===== src/rtl/lgs_pkg.sv =====
// Shared types and constants for the life grid generation step unit.
// Depends on nothing; imported by the top level.
`timescale 1ns / 1ps

package lgs_pkg;

  // input and result field widths fixed by the interface
  localparam int ACTION_W = 2;
  localparam int INDEX_W  = 6;
  localparam int CELL_W   = 32;

  typedef logic [ACTION_W-1:0] action_t;

  // request actions
  localparam action_t ACT_WRITE = 2'd0;
  localparam action_t ACT_READ  = 2'd1;
  localparam action_t ACT_STEP  = 2'd2;
  localparam action_t ACT_CLEAR = 2'd3;

  // birth and survival neighbor counts of the B3/S23 rule
  localparam int BIRTH_COUNT   = 3;
  localparam int SURVIVE_COUNT = 2;

endpackage


===== src/rtl/lgs_ram.sv =====
// Generic simple dual-port RAM: one write port, one read port, registered read data.
// Depends on nothing.
`timescale 1ns / 1ps

module lgs_ram #(
  parameter int WIDTH = 32,
  parameter int DEPTH = 48
) (
  input  logic                     clk,
  input  logic                     we,
  input  logic [$clog2(DEPTH)-1:0] waddr,
  input  logic [WIDTH-1:0]         wdata,
  input  logic [$clog2(DEPTH)-1:0] raddr,
  output logic [WIDTH-1:0]         rdata
);

  logic [WIDTH-1:0] mem [DEPTH];
  logic [WIDTH-1:0] rdata_r;

  // write port and registered read port
  always_ff @(posedge clk) begin
    if (we) begin
      mem[waddr] <= wdata;
    end
    rdata_r <= mem[raddr];
  end

  assign rdata = rdata_r;

endmodule


===== src/rtl/lgs_row_rule.sv =====
// Row rule unit: next generation of one row from the rows above, at and below it.
// Depends on lgs_pkg for the rule counts.
`timescale 1ns / 1ps

module lgs_row_rule import lgs_pkg::*; #(
  parameter int WIDTH = 32
) (
  input  logic [WIDTH-1:0] above,
  input  logic [WIDTH-1:0] mid,
  input  logic [WIDTH-1:0] below,
  output logic [WIDTH-1:0] next_row
);

  // rows padded with a dead column on each side
  logic [WIDTH+1:0] above_p;
  logic [WIDTH+1:0] mid_p;
  logic [WIDTH+1:0] below_p;

  assign above_p = {1'b0, above, 1'b0};
  assign mid_p   = {1'b0, mid, 1'b0};
  assign below_p = {1'b0, below, 1'b0};

  // per column neighbor count and rule, columns are independent
  always_comb begin
    logic [3:0] cnt;
    next_row = '0;
    for (int x = 0; x < WIDTH; x++) begin
      cnt = 4'(above_p[x]) + 4'(above_p[x+1]) + 4'(above_p[x+2])
          + 4'(mid_p[x]) + 4'(mid_p[x+2])
          + 4'(below_p[x]) + 4'(below_p[x+1]) + 4'(below_p[x+2]);
      next_row[x] = (cnt == 4'(BIRTH_COUNT))
                 || (mid[x] && (cnt == 4'(SURVIVE_COUNT)));
    end
  end

endmodule


===== src/rtl/life_grid_generation_step_unit.sv =====
// Bounded Game of Life grid (B3/S23, dead border) held in a RAM of GRID_HEIGHT rows.
// Each request gives one result. Write and clear go straight to the response state,
// read goes through a read state and a generation through a sweep state: the sweep reads one row per
// cycle from the grid RAM, keeps a three-row window and writes each new row back
// through one row rule unit. The grid is cleared at reset by per-row valid bits.
// Depends on lgs_pkg, lgs_ram and lgs_row_rule.
`timescale 1ns / 1ps

module life_grid_generation_step_unit import lgs_pkg::*; #(
  parameter int GRID_WIDTH  = 32,
  parameter int GRID_HEIGHT = 48
) (
  input  logic                clk,
  input  logic                rst_n,
  input  logic                in_valid,
  output logic                in_stall,
  input  action_t             in_action,
  input  logic [INDEX_W-1:0]  in_row_index,
  input  logic [CELL_W-1:0]   in_row_cells,
  output logic                out_valid,
  input  logic                out_stall,
  output logic [CELL_W-1:0]   out_row_value
);

  localparam int RW = $clog2(GRID_HEIGHT);
  localparam int JW = $clog2(GRID_HEIGHT + 2);
  localparam int CW = (GRID_WIDTH < CELL_W) ? GRID_WIDTH : CELL_W;

  localparam logic [1:0] ST_IDLE = 2'd0;
  localparam logic [1:0] ST_READ = 2'd1;
  localparam logic [1:0] ST_GEN  = 2'd2;
  localparam logic [1:0] ST_RESP = 2'd3;

  logic [1:0]             state_r, state_nxt;
  logic [JW-1:0]          j_r, j_nxt;
  logic [GRID_WIDTH-1:0]  prev_r, prev_nxt;
  logic [GRID_WIDTH-1:0]  cur_r, cur_nxt;
  logic [CELL_W-1:0]      res_r, res_nxt;
  logic [GRID_HEIGHT-1:0] valid_r, valid_nxt;
  logic                   rd_live_r, rd_live_nxt;
  logic                   out_valid_r, out_valid_nxt;
  logic [CELL_W-1:0]      out_row_value_r;

  logic                   accept;
  logic                   idx_ok;
  logic [RW-1:0]          in_addr;
  logic                   gen_rd;
  logic                   gen_wr;
  logic                   host_wr;
  logic                   out_load;
  logic [GRID_WIDTH-1:0]  rdata;
  logic [GRID_WIDTH-1:0]  incoming;
  logic [GRID_WIDTH-1:0]  rule_row;
  logic                   ram_we;
  logic [RW-1:0]          ram_waddr;
  logic [GRID_WIDTH-1:0]  ram_wdata;
  logic [RW-1:0]          ram_raddr;
  logic [RW-1:0]          gen_raddr;
  logic [RW-1:0]          gen_waddr;

  // request handshake and decode
  assign in_stall = (state_r != ST_IDLE);
  assign accept   = in_valid && !in_stall;
  assign idx_ok   = (int'(in_row_index) < GRID_HEIGHT);
  assign in_addr  = RW'(in_row_index);
  assign host_wr  = accept && (in_action == ACT_WRITE) && idx_ok;

  // generation sweep addressing: read row j, write row j-2
  assign gen_rd    = (state_r == ST_GEN) && (j_r < JW'(GRID_HEIGHT));
  assign gen_wr    = (state_r == ST_GEN) && (j_r >= JW'(2));
  assign gen_raddr = RW'(j_r);
  assign gen_waddr = RW'(j_r - JW'(2));

  // rows never written since reset or clear read as dead
  assign incoming = rd_live_r ? rdata : '0;

  // grid RAM ports
  assign ram_raddr = (state_r == ST_GEN) ? gen_raddr : in_addr;
  assign ram_we    = host_wr || gen_wr;
  assign ram_waddr = gen_wr ? gen_waddr : in_addr;
  assign ram_wdata = gen_wr ? rule_row : GRID_WIDTH'(in_row_cells[CW-1:0]);

  lgs_ram #(
    .WIDTH(GRID_WIDTH),
    .DEPTH(GRID_HEIGHT)
  ) u_grid (
    .clk  (clk),
    .we   (ram_we),
    .waddr(ram_waddr),
    .wdata(ram_wdata),
    .raddr(ram_raddr),
    .rdata(rdata)
  );

  // shared row rule over the three-row window
  lgs_row_rule #(
    .WIDTH(GRID_WIDTH)
  ) u_rule (
    .above   (prev_r),
    .mid     (cur_r),
    .below   (incoming),
    .next_row(rule_row)
  );

  // row valid bits
  always_comb begin
    valid_nxt = valid_r;
    if (accept && (in_action == ACT_CLEAR)) begin
      valid_nxt = '0;
    end
    if (host_wr) begin
      valid_nxt[in_addr] = 1'b1;
    end
    if (gen_wr) begin
      valid_nxt[gen_waddr] = 1'b1;
    end
  end

  // read data qualifier for the row read last cycle
  assign rd_live_nxt = (accept && (in_action == ACT_READ) && idx_ok && valid_r[in_addr])
                    || (gen_rd && valid_r[gen_raddr]);

  // sequencer
  always_comb begin
    state_nxt = state_r;
    j_nxt     = j_r;
    prev_nxt  = prev_r;
    cur_nxt   = cur_r;
    res_nxt   = res_r;
    case (state_r)
      ST_IDLE: begin
        if (accept) begin
          res_nxt = '0;
          case (in_action)
            ACT_READ: begin
              state_nxt = ST_READ;
            end
            ACT_STEP: begin
              j_nxt     = '0;
              prev_nxt  = '0;
              cur_nxt   = '0;
              state_nxt = ST_GEN;
            end
            default: begin
              state_nxt = ST_RESP;
            end
          endcase
        end
      end
      ST_READ: begin
        res_nxt   = CELL_W'(incoming[CW-1:0]);
        state_nxt = ST_RESP;
      end
      ST_GEN: begin
        j_nxt    = j_r + JW'(1);
        prev_nxt = cur_r;
        cur_nxt  = incoming;
        if (j_r == JW'(GRID_HEIGHT + 1)) begin
          res_nxt   = '0;
          state_nxt = ST_RESP;
        end
      end
      ST_RESP: begin
        if (!out_valid_r || !out_stall) begin
          state_nxt = ST_IDLE;
        end
      end
      default: begin
        state_nxt = ST_IDLE;
      end
    endcase
  end

  // result register
  assign out_load      = (state_r == ST_RESP) && (!out_valid_r || !out_stall);
  assign out_valid_nxt = out_load || (out_valid_r && out_stall);

  // control registers
  always_ff @(posedge clk) begin
    if (!rst_n) begin
      state_r     <= ST_IDLE;
      j_r         <= '0;
      valid_r     <= '0;
      rd_live_r   <= 1'b0;
      out_valid_r <= 1'b0;
    end else begin
      state_r     <= state_nxt;
      j_r         <= j_nxt;
      valid_r     <= valid_nxt;
      rd_live_r   <= rd_live_nxt;
      out_valid_r <= out_valid_nxt;
    end
  end

  // payload registers
  always_ff @(posedge clk) begin
    prev_r <= prev_nxt;
    cur_r  <= cur_nxt;
    res_r  <= res_nxt;
    if (out_load) begin
      out_row_value_r <= res_r;
    end
  end

  assign out_valid     = out_valid_r;
  assign out_row_value = out_row_value_r;

endmodule

===== config.mk =====
export PLATFORM = sky130hd
export DESIGN_NAME = life_grid_generation_step_unit
export DESIGN_NICKNAME = d
export VERILOG_FILES = /design/src/rtl/lgs_pkg.sv /design/src/rtl/lgs_ram.sv /design/src/rtl/lgs_row_rule.sv /design/src/rtl/life_grid_generation_step_unit.sv
export SDC_FILE = /design/constraint.sdc
export NUM_CORES = 2
export LEC_CHECK = 0
export ABC_CLOCK_PERIOD_IN_PS = 7080
export BUFFER_PORTS_ARGS = -buffer_cell sky130_fd_sc_hd__buf_4
export CELL_PAD_IN_SITES_DETAIL_PLACEMENT = 0
export CELL_PAD_IN_SITES_GLOBAL_PLACEMENT = 2
export CORE_ASPECT_RATIO = 0.7
export CORE_UTILIZATION = 49
export DETAILED_ROUTE_END_ITERATION = 10
export HOLD_SLACK_MARGIN = 0.06
export PLACE_DENSITY = 0.88
export SKIP_LAST_GASP = 1
export SLEW_MARGIN = 20
export SYNTH_ARGS = -nofsm -noshare
export SYNTH_HDL_FRONTEND = slang
export SYNTH_SLANG_ARGS = --single-unit

===== constraint.sdc =====
create_clock -name clk -period 7.08 [get_ports clk]
set_clock_uncertainty 0.2 [all_clocks]
set_input_delay 1.416 -clock clk [delete_from_list [all_inputs] [get_ports clk]]
set_output_delay 1.416 -clock clk [all_outputs]
set_load 0.01 [all_outputs]

Word level (Yosys, flattened, before mapping)
Memory sizes are Yosys's and may differ from the RTL's. A register that Yosys moved wholly into a read port is not among the register bits.
Index checks and enable logic that the tools add are counted.
Word-level totals
  register bits after elaboration: 186
  RAM bits: 1536
  input port bits: 44
  output and inout bits: 34
  memories: 1
Memories
  u_grid.mem: depth 48, width 32, read ports 1, clocked after memory_dff 1, wr ports 1, line lgs_ram.sv:17  | logic [WIDTH-1:0] mem [DEPTH];
Cells by class
  add/subtract/negate cells: 219
  order comparisons: 8
  eq/ne operators: 75
  muxes and demuxes: 32
  bitwise gates (word level): 2
  reductions and logical operators: 93
Operator list (number)
  $add A4 B1 Y4: 186
  $eq A4 B2 Y1 const B: 64
  $mux W32: 6
  $mux W48: 3
  $pmux W32 S2: 2
  $or A48 B48 Y48: 2
  $pmux W32 S3: 1
  $add A1 B1 Y2: 31
  $logic_and A1 B1 Y1: 46
  $logic_or A1 B1 Y1: 36
  $mux W6: 4
  $lt A6 B7 Y1 const B: 3
  $bmux W1 S6: 2
  $demux W1 S6: 2
  $ge A6 B1 Y1 const B: 2
  $lt A6 B6 Y1 const B: 2
  $pmux W6 S2: 1
  $reduce_and A3 Y1: 3
  $eq A2 B2 Y1 const B: 4
  $pmux W2 S4: 1
  $add A6 B1 Y6 const B: 1
  $eq A6 B6 Y1 const B: 1
  $ge A6 B2 Y1 const B: 1
  $mux W1: 6
  other kinds (10): 19

Longest topological paths before layout
  depth in word-level cells: 11
  gate-level depth with buffers: 13
  mapped depth without buffers: 11

By module
Synthesis repeated with hierarchy kept, for this count alone.
Unflattened totals
  cells, all modules: 4328
  area total of the unflattened synthesis: 74453.9 sq um
Modules (own cells, without submodules)
  lgs_ram: times used 1, cells each 2909, area an instance 60116.4 sq um, seq. area each 46764.9 sq um
  life_grid_generation_step_unit: times used 1, cells each 836, area an instance 9083.7 sq um, seq. area each 5004.8 sq um
  lgs_row_rule: times used 1, cells each 583, area an instance 5253.8 sq um, seq. area each 0.0 sq um

Worst setup path after synthesis
OpenSTA, ideal clock, no wires.
  kind: register to register
  from: register prev_r[1]
  to: memory u_grid.mem[0][1] (data pin)
  library setup time: 0.735 ns
  arrival: 5.574 ns
  data required time: 6.145 ns
  setup slack: 0.571 ns
  cell stages (with the launch flop): 12
  period minus slack after synthesis: 6.509 ns
  cells stage by stage: edfxtp_1 > ha_1 > inv_1 > fa_1 > fa_1 > inv_1 > fa_1 > inv_1 > fa_1 > a2111oi_0 > a21oi_1 > o41ai_1
Between the ends
  longest elaborated chain between the ends: 11
RTL lines
  start, declared: line life_grid_generation_step_unit.sv:36  | logic [GRID_WIDTH-1:0] prev_r, prev_nxt;
  start signal, assigned: line life_grid_generation_step_unit.sv:197  | prev_r <= prev_nxt;
  $add A1 B1 Y2 *: line lgs_row_rule.sv:28  | cnt = 4'(above_p[x]) + 4'(above_p[x+1]) + 4'(above_p[x+2])
  $add A4 B1 Y4 *: line lgs_row_rule.sv:28
  $add A4 B1 Y4 * (2 in series): line lgs_row_rule.sv:29  | + 4'(mid_p[x]) + 4'(mid_p[x+2])
  $add A4 B1 Y4 * (3 in series): line lgs_row_rule.sv:30  | + 4'(below_p[x]) + 4'(below_p[x+1]) + 4'(below_p[x+2]);
  $eq A4 B2 Y1: line lgs_row_rule.sv:32  | || (mid[x] && (cnt == 4'(SURVIVE_COUNT)));
  $logic_and A1 B1 Y1: line lgs_row_rule.sv:32
  $logic_or A1 B1 Y1 *: line lgs_row_rule.sv:32
  $mux W32 *: line life_grid_generation_step_unit.sv:81  | assign ram_wdata = gen_wr ? rule_row : GRID_WIDTH'(in_row_cells[CW-1:0]);
  named net ram_wdata[1]: line life_grid_generation_step_unit.sv:56  | logic [GRID_WIDTH-1:0] ram_wdata;
  end, declared: line lgs_ram.sv:17
The timed path passes the listed nets; every way through them passes the cells marked *.

Worst setup path in the final report
  from: register j_r[2], in the netlist gen_raddr[2]
  to: memory u_grid.mem[7][14] (enable)
Between the ends
  longest elaborated chain between the ends: 5
RTL lines
  start, declared: line life_grid_generation_step_unit.sv:35  | logic [JW-1:0] j_r, j_nxt;
  start signal, assigned: line life_grid_generation_step_unit.sv:188  | j_r <= j_nxt;
  $ge A6 B2 Y1: line life_grid_generation_step_unit.sv:70  | assign gen_wr = (state_r == ST_GEN) && (j_r >= JW'(2));
  $logic_and A1 B1 Y1: line life_grid_generation_step_unit.sv:70
  $logic_or A1 B1 Y1: line life_grid_generation_step_unit.sv:79  | assign ram_we = host_wr || gen_wr;
  $mux W1: line lgs_ram.sv:22  | if (we) begin
  $mux W1 (not written as such): line lgs_ram.sv:23  | mem[waddr] <= wdata;
Parallel ways exist; a longest one is shown, timed or not.

==> summary.txt <==
Worst setup path
  – R2r endpoint: u_grid.mem[7][14]$_DFFE_PP_
  – CP max stage delay: 0.92 ns
  – Worst Setup Path Type: reg -> reg
  – Crit path launch type: flip-flop
  – Setup crit start: gen_raddr[2]$_SDFFE_PN0P_
  – Reg-to-Reg Start: gen_raddr[2]$_SDFFE_PN0P_
  – Worst path cell trace: clkinv_1 -> ha_1 -> nor3b_1 -> o31a_1 -> o31ai_1 -> nand2_1 -> nor2_4 -> buf_4
  – Largest delay contributor family on the critical path: simple AND/OR/NAND/NOR gates
  – CP Capture Type: flip-flop
  – WP buf/inv: 2
  – Crit-path max FO: 21
  – Slowest CP cell: dfxtp_1
  – Critical Path AT: 5.99 ns
  – Crit path required time: 7.37 ns
  – Crit path depth: 8
  – FF-to-FF path depth: 8
  – Flop2flop setup slack: 1.38 ns

Drt
  – Drt total wl: 195,000 um
  – Routed vias/inst: 6.24
  – Via count: 40,500
  – TritonRoute pass-1 iters: 7
  – Avg WL per Cell: 30.0 um
  – Initial DRC count: 5,843
  – DRC viols: 0
  – Final antenna-violating net count: 0

GRT
  – First-pass GRT wire length: 281,000 um
  – Gr ovfl total: 0
  – Largest net degree at the start of global routing: 78
  – GRT Total Usage: 0.257
  – Vias in the first global route: 39,600
  – Initial antenna violation count: 9

Placed design
  – Hpwl dp: 123,000 um
  – Buffers on Ports: 77
  – Gpl congestion: 0.874
  – Dpl cell area: 77,900 um^2

Finish
  – Layout Nets: 4,651
  – Commonest non-fill, non-tap cells in the layout: edfxtp_1 (1,664), nand2_1 (386), mux4_2 (369)
  – Fillers: 11,100
  – Fraction of layout cells with a size suffix above 1: 0.207
  – Most common cell after layout, fill and taps aside: edfxtp_1
  – Fin area: 83,300 um^2
  – Area Growth Syn to Fin: 12.6%

Clock network
  – Worst-Skew Late Latency: 0.81 ns
  – H-tree depth: 4
  – Cts repair resizes: 0
  – Postcts setup bufs: 0
  – CTS tree: built
  – Hold buffers post-CTS: 0
  – Clock Sinks: 1,754
  – CTS clk-pin slew, worst paths: 0.06 ns
  – CTS Buffer Depth: 3
  – Num CTS Buffers: 156
  – CTS root buf: clkbuf_16

Min path
  – Hold_sp: res_r[20]$_SDFFCE_PP0P_
  – Hold path endpoint: out_row_value[20]$_DFFE_PP_
  – Worst Hold Depth: 0
  – Worst min-delay path category: reg -> reg

Floorplan
  – I/O pin total: 78
  – Die Height: 327 um
  – CORE AREA: 149,000 um^2
  – Die area: 153,000 um^2
  – Initial core utilization: 0.497
  – Chip width: 466 um
  – Row cnt: 118

Pwr
  – Leakage: 28.2 nW
  – Max VDD drop: 0.000285 V
  – Pwr/cell area: 312 nW/um^2

Logic synthesis
  – Net Count, Synth: 4,493
  – Syn Std Cell Area: 74,000 um^2
  – Mean post-synth cell area: 17.5 um^2
  – Post-synth ARST share: 0
  – Post-synth EDFFs: 1,664
  – Unique masters post-synth: 78
  – Synth Flop Type: edfxtp_1
  – Ys Warns: 0
  – Cell count after synthesis: 4,218
  – Seq/Total Area, Yosys: 0.700
  – #FFs+latches synth: 1,754

Timing
  – Min Tclk post-route: 5.70 ns
  – Final Hold Violating Endpoints: 0
  – Slew margin rel.: 0.184
  – Setup tns final: 0 ns
  – Final max-slew violation count: 0
  – RSZ-0062 raised after global routing: no
  – Worst-Margin Slew: 1.22 ns
  – FMAX: 176 MHz
  – Final count of negative-setup-slack endpoints: 0
  – Period utilization: 0.805
  – Final hold slack: 0.219 ns

Job
  – MaxCap Viol Count: 0

Status
  – Outcome: finished, final reports clean
-- through the flow --
stage | setup WS (ns) | utilization | instances | total power [mW]
finish | 1.38 | 0.560 | 6489 | 26.0
floorplan | 0.571 | - | 4218 | 15.7
global placement | 1.59 | 0.522 | 6171 | 17.7
global route | 1.13 | 0.560 | 6488 | 27.0
CTS | 1.46 | 0.557 | 6470 | 26.1
detailed placement | 1.50 | 0.524 | 6182 | 17.7
-- how the worst max path moves through the flow --
stage / end / slack, ns
floorplan: u_grid.mem[0][1]$_DFFE_PP_ / 0.57
global placement: u_grid.mem[7][31]$_DFFE_PP_ / 1.59
detailed placement: u_grid.mem[7][4]$_DFFE_PP_ / 1.50
CTS: u_grid.mem[7][31]$_DFFE_PP_ / 1.46
global route: u_grid.mem[7][31]$_DFFE_PP_ / 1.13
finish: u_grid.mem[7][14]$_DFFE_PP_ / 1.38
-- where the power goes --
part | total [mW] | leakage, nW | switching (mW) | internal, mW
sequential | 12.1 | 15.8 | 0.392 | 11.7
clock | 8.44 | 2.45 | 3.86 | 4.58
combinational | 5.48 | 9.96 | 3.39 | 2.08
total | 26.0 | 28.2 | 7.65 | 18.4
-- sequential cells by signal (all words and copies together), names as in the netlist --
signal	cells
out_row_value	32
out_valid	1
gen_raddr	6
valid_r	48
prev_r	32
state_r	2
u_grid.rdata	32
res_r	32
rd_live_r	1
cur_r	32
u_grid.mem	1536
-- cell type report --
class                      instances  area, um^2  share of cell area
antenna                            3        7.51           0.0000901
sequential                      1754       51800               0.621
inverter                         314        1180              0.0141
clock inverter                    90         900              0.0108
tap                             1980        2480              0.0297
timing repair buffer             221        2200              0.0264
multi-input combinational       1929       20700               0.248
clock buffer                     198        4120              0.0495
-- kinds of logic (layout without fill, tap and decap cells) --
logic type,Yosys count,count (layout),synth area share
AOI/OAI and AO/OA,428,428,0.0445
xor gates and xnor gates,6,6,0.000710
adders and majority gates,231,231,0.0517
buffers and inverters,535,823,0.0314
DFF,1754,1754,0.700
muxes,443,443,0.123
other,0,3,0
and+or+nand+nor,821,821,0.0495
-- cell usage after synthesis (8+ instances only) --
cell type  count  area share
buf_4         33      0.0033
buf_1         11     0.00056
edfxtp_1    1664        0.68
o41ai_1       30      0.0036
inv_1        312       0.016
a32oi_1       11      0.0013
buf_6         13      0.0020
o22ai_1        8     0.00068
nand3_1       61      0.0041
mux4_2       369        0.11
o221a_2        9      0.0014
a311oi_1      12      0.0014
a31oi_1       27      0.0023
nand2b_1      15      0.0013
o21ai_0       46      0.0031
dfxtp_1       90       0.024
mux2i_1       66      0.0089
buf_2         69      0.0047
nor2b_1       51      0.0043
a2111oi_0     30      0.0036
a221oi_1      39      0.0046
a22oi_1       13      0.0013
o2111a_1       9      0.0014
a221o_1       12      0.0016
a222oi_1      40      0.0054
ha_1         106       0.018
clkbuf_1      94      0.0048
and3_1        74      0.0063
and2_1         8     0.00068
fa_1         125       0.034
a21oi_1       76      0.0051
nor3_1        11     0.00074
a211oi_1       9     0.00091
nor2_1       176      0.0089
nand2_1      387       0.020
a21boi_0      16      0.0016
-- worst reg2reg max path, cell delays in order (launching register included) --
cell and delay [ns]:
dfxtp_1 0.92, clkinv_1 0.65, ha_1 0.38, nor3b_1 0.18, o31a_1 0.59, o31ai_1 0.62, nand2_1 0.58, nor2_4 0.87
buf_4 0.40
-- layer usage --
layer  vias to the layer above  global-route usage  share of wire
met2                      2377               0.364           0.43
met5                         -             0.00155        0.00015
met1                     21000               0.378           0.41
li1                      16800                   -              -
met3                       300              0.0853           0.13
met4                         4              0.0824          0.030
Power figures use the tool's default switching activity.
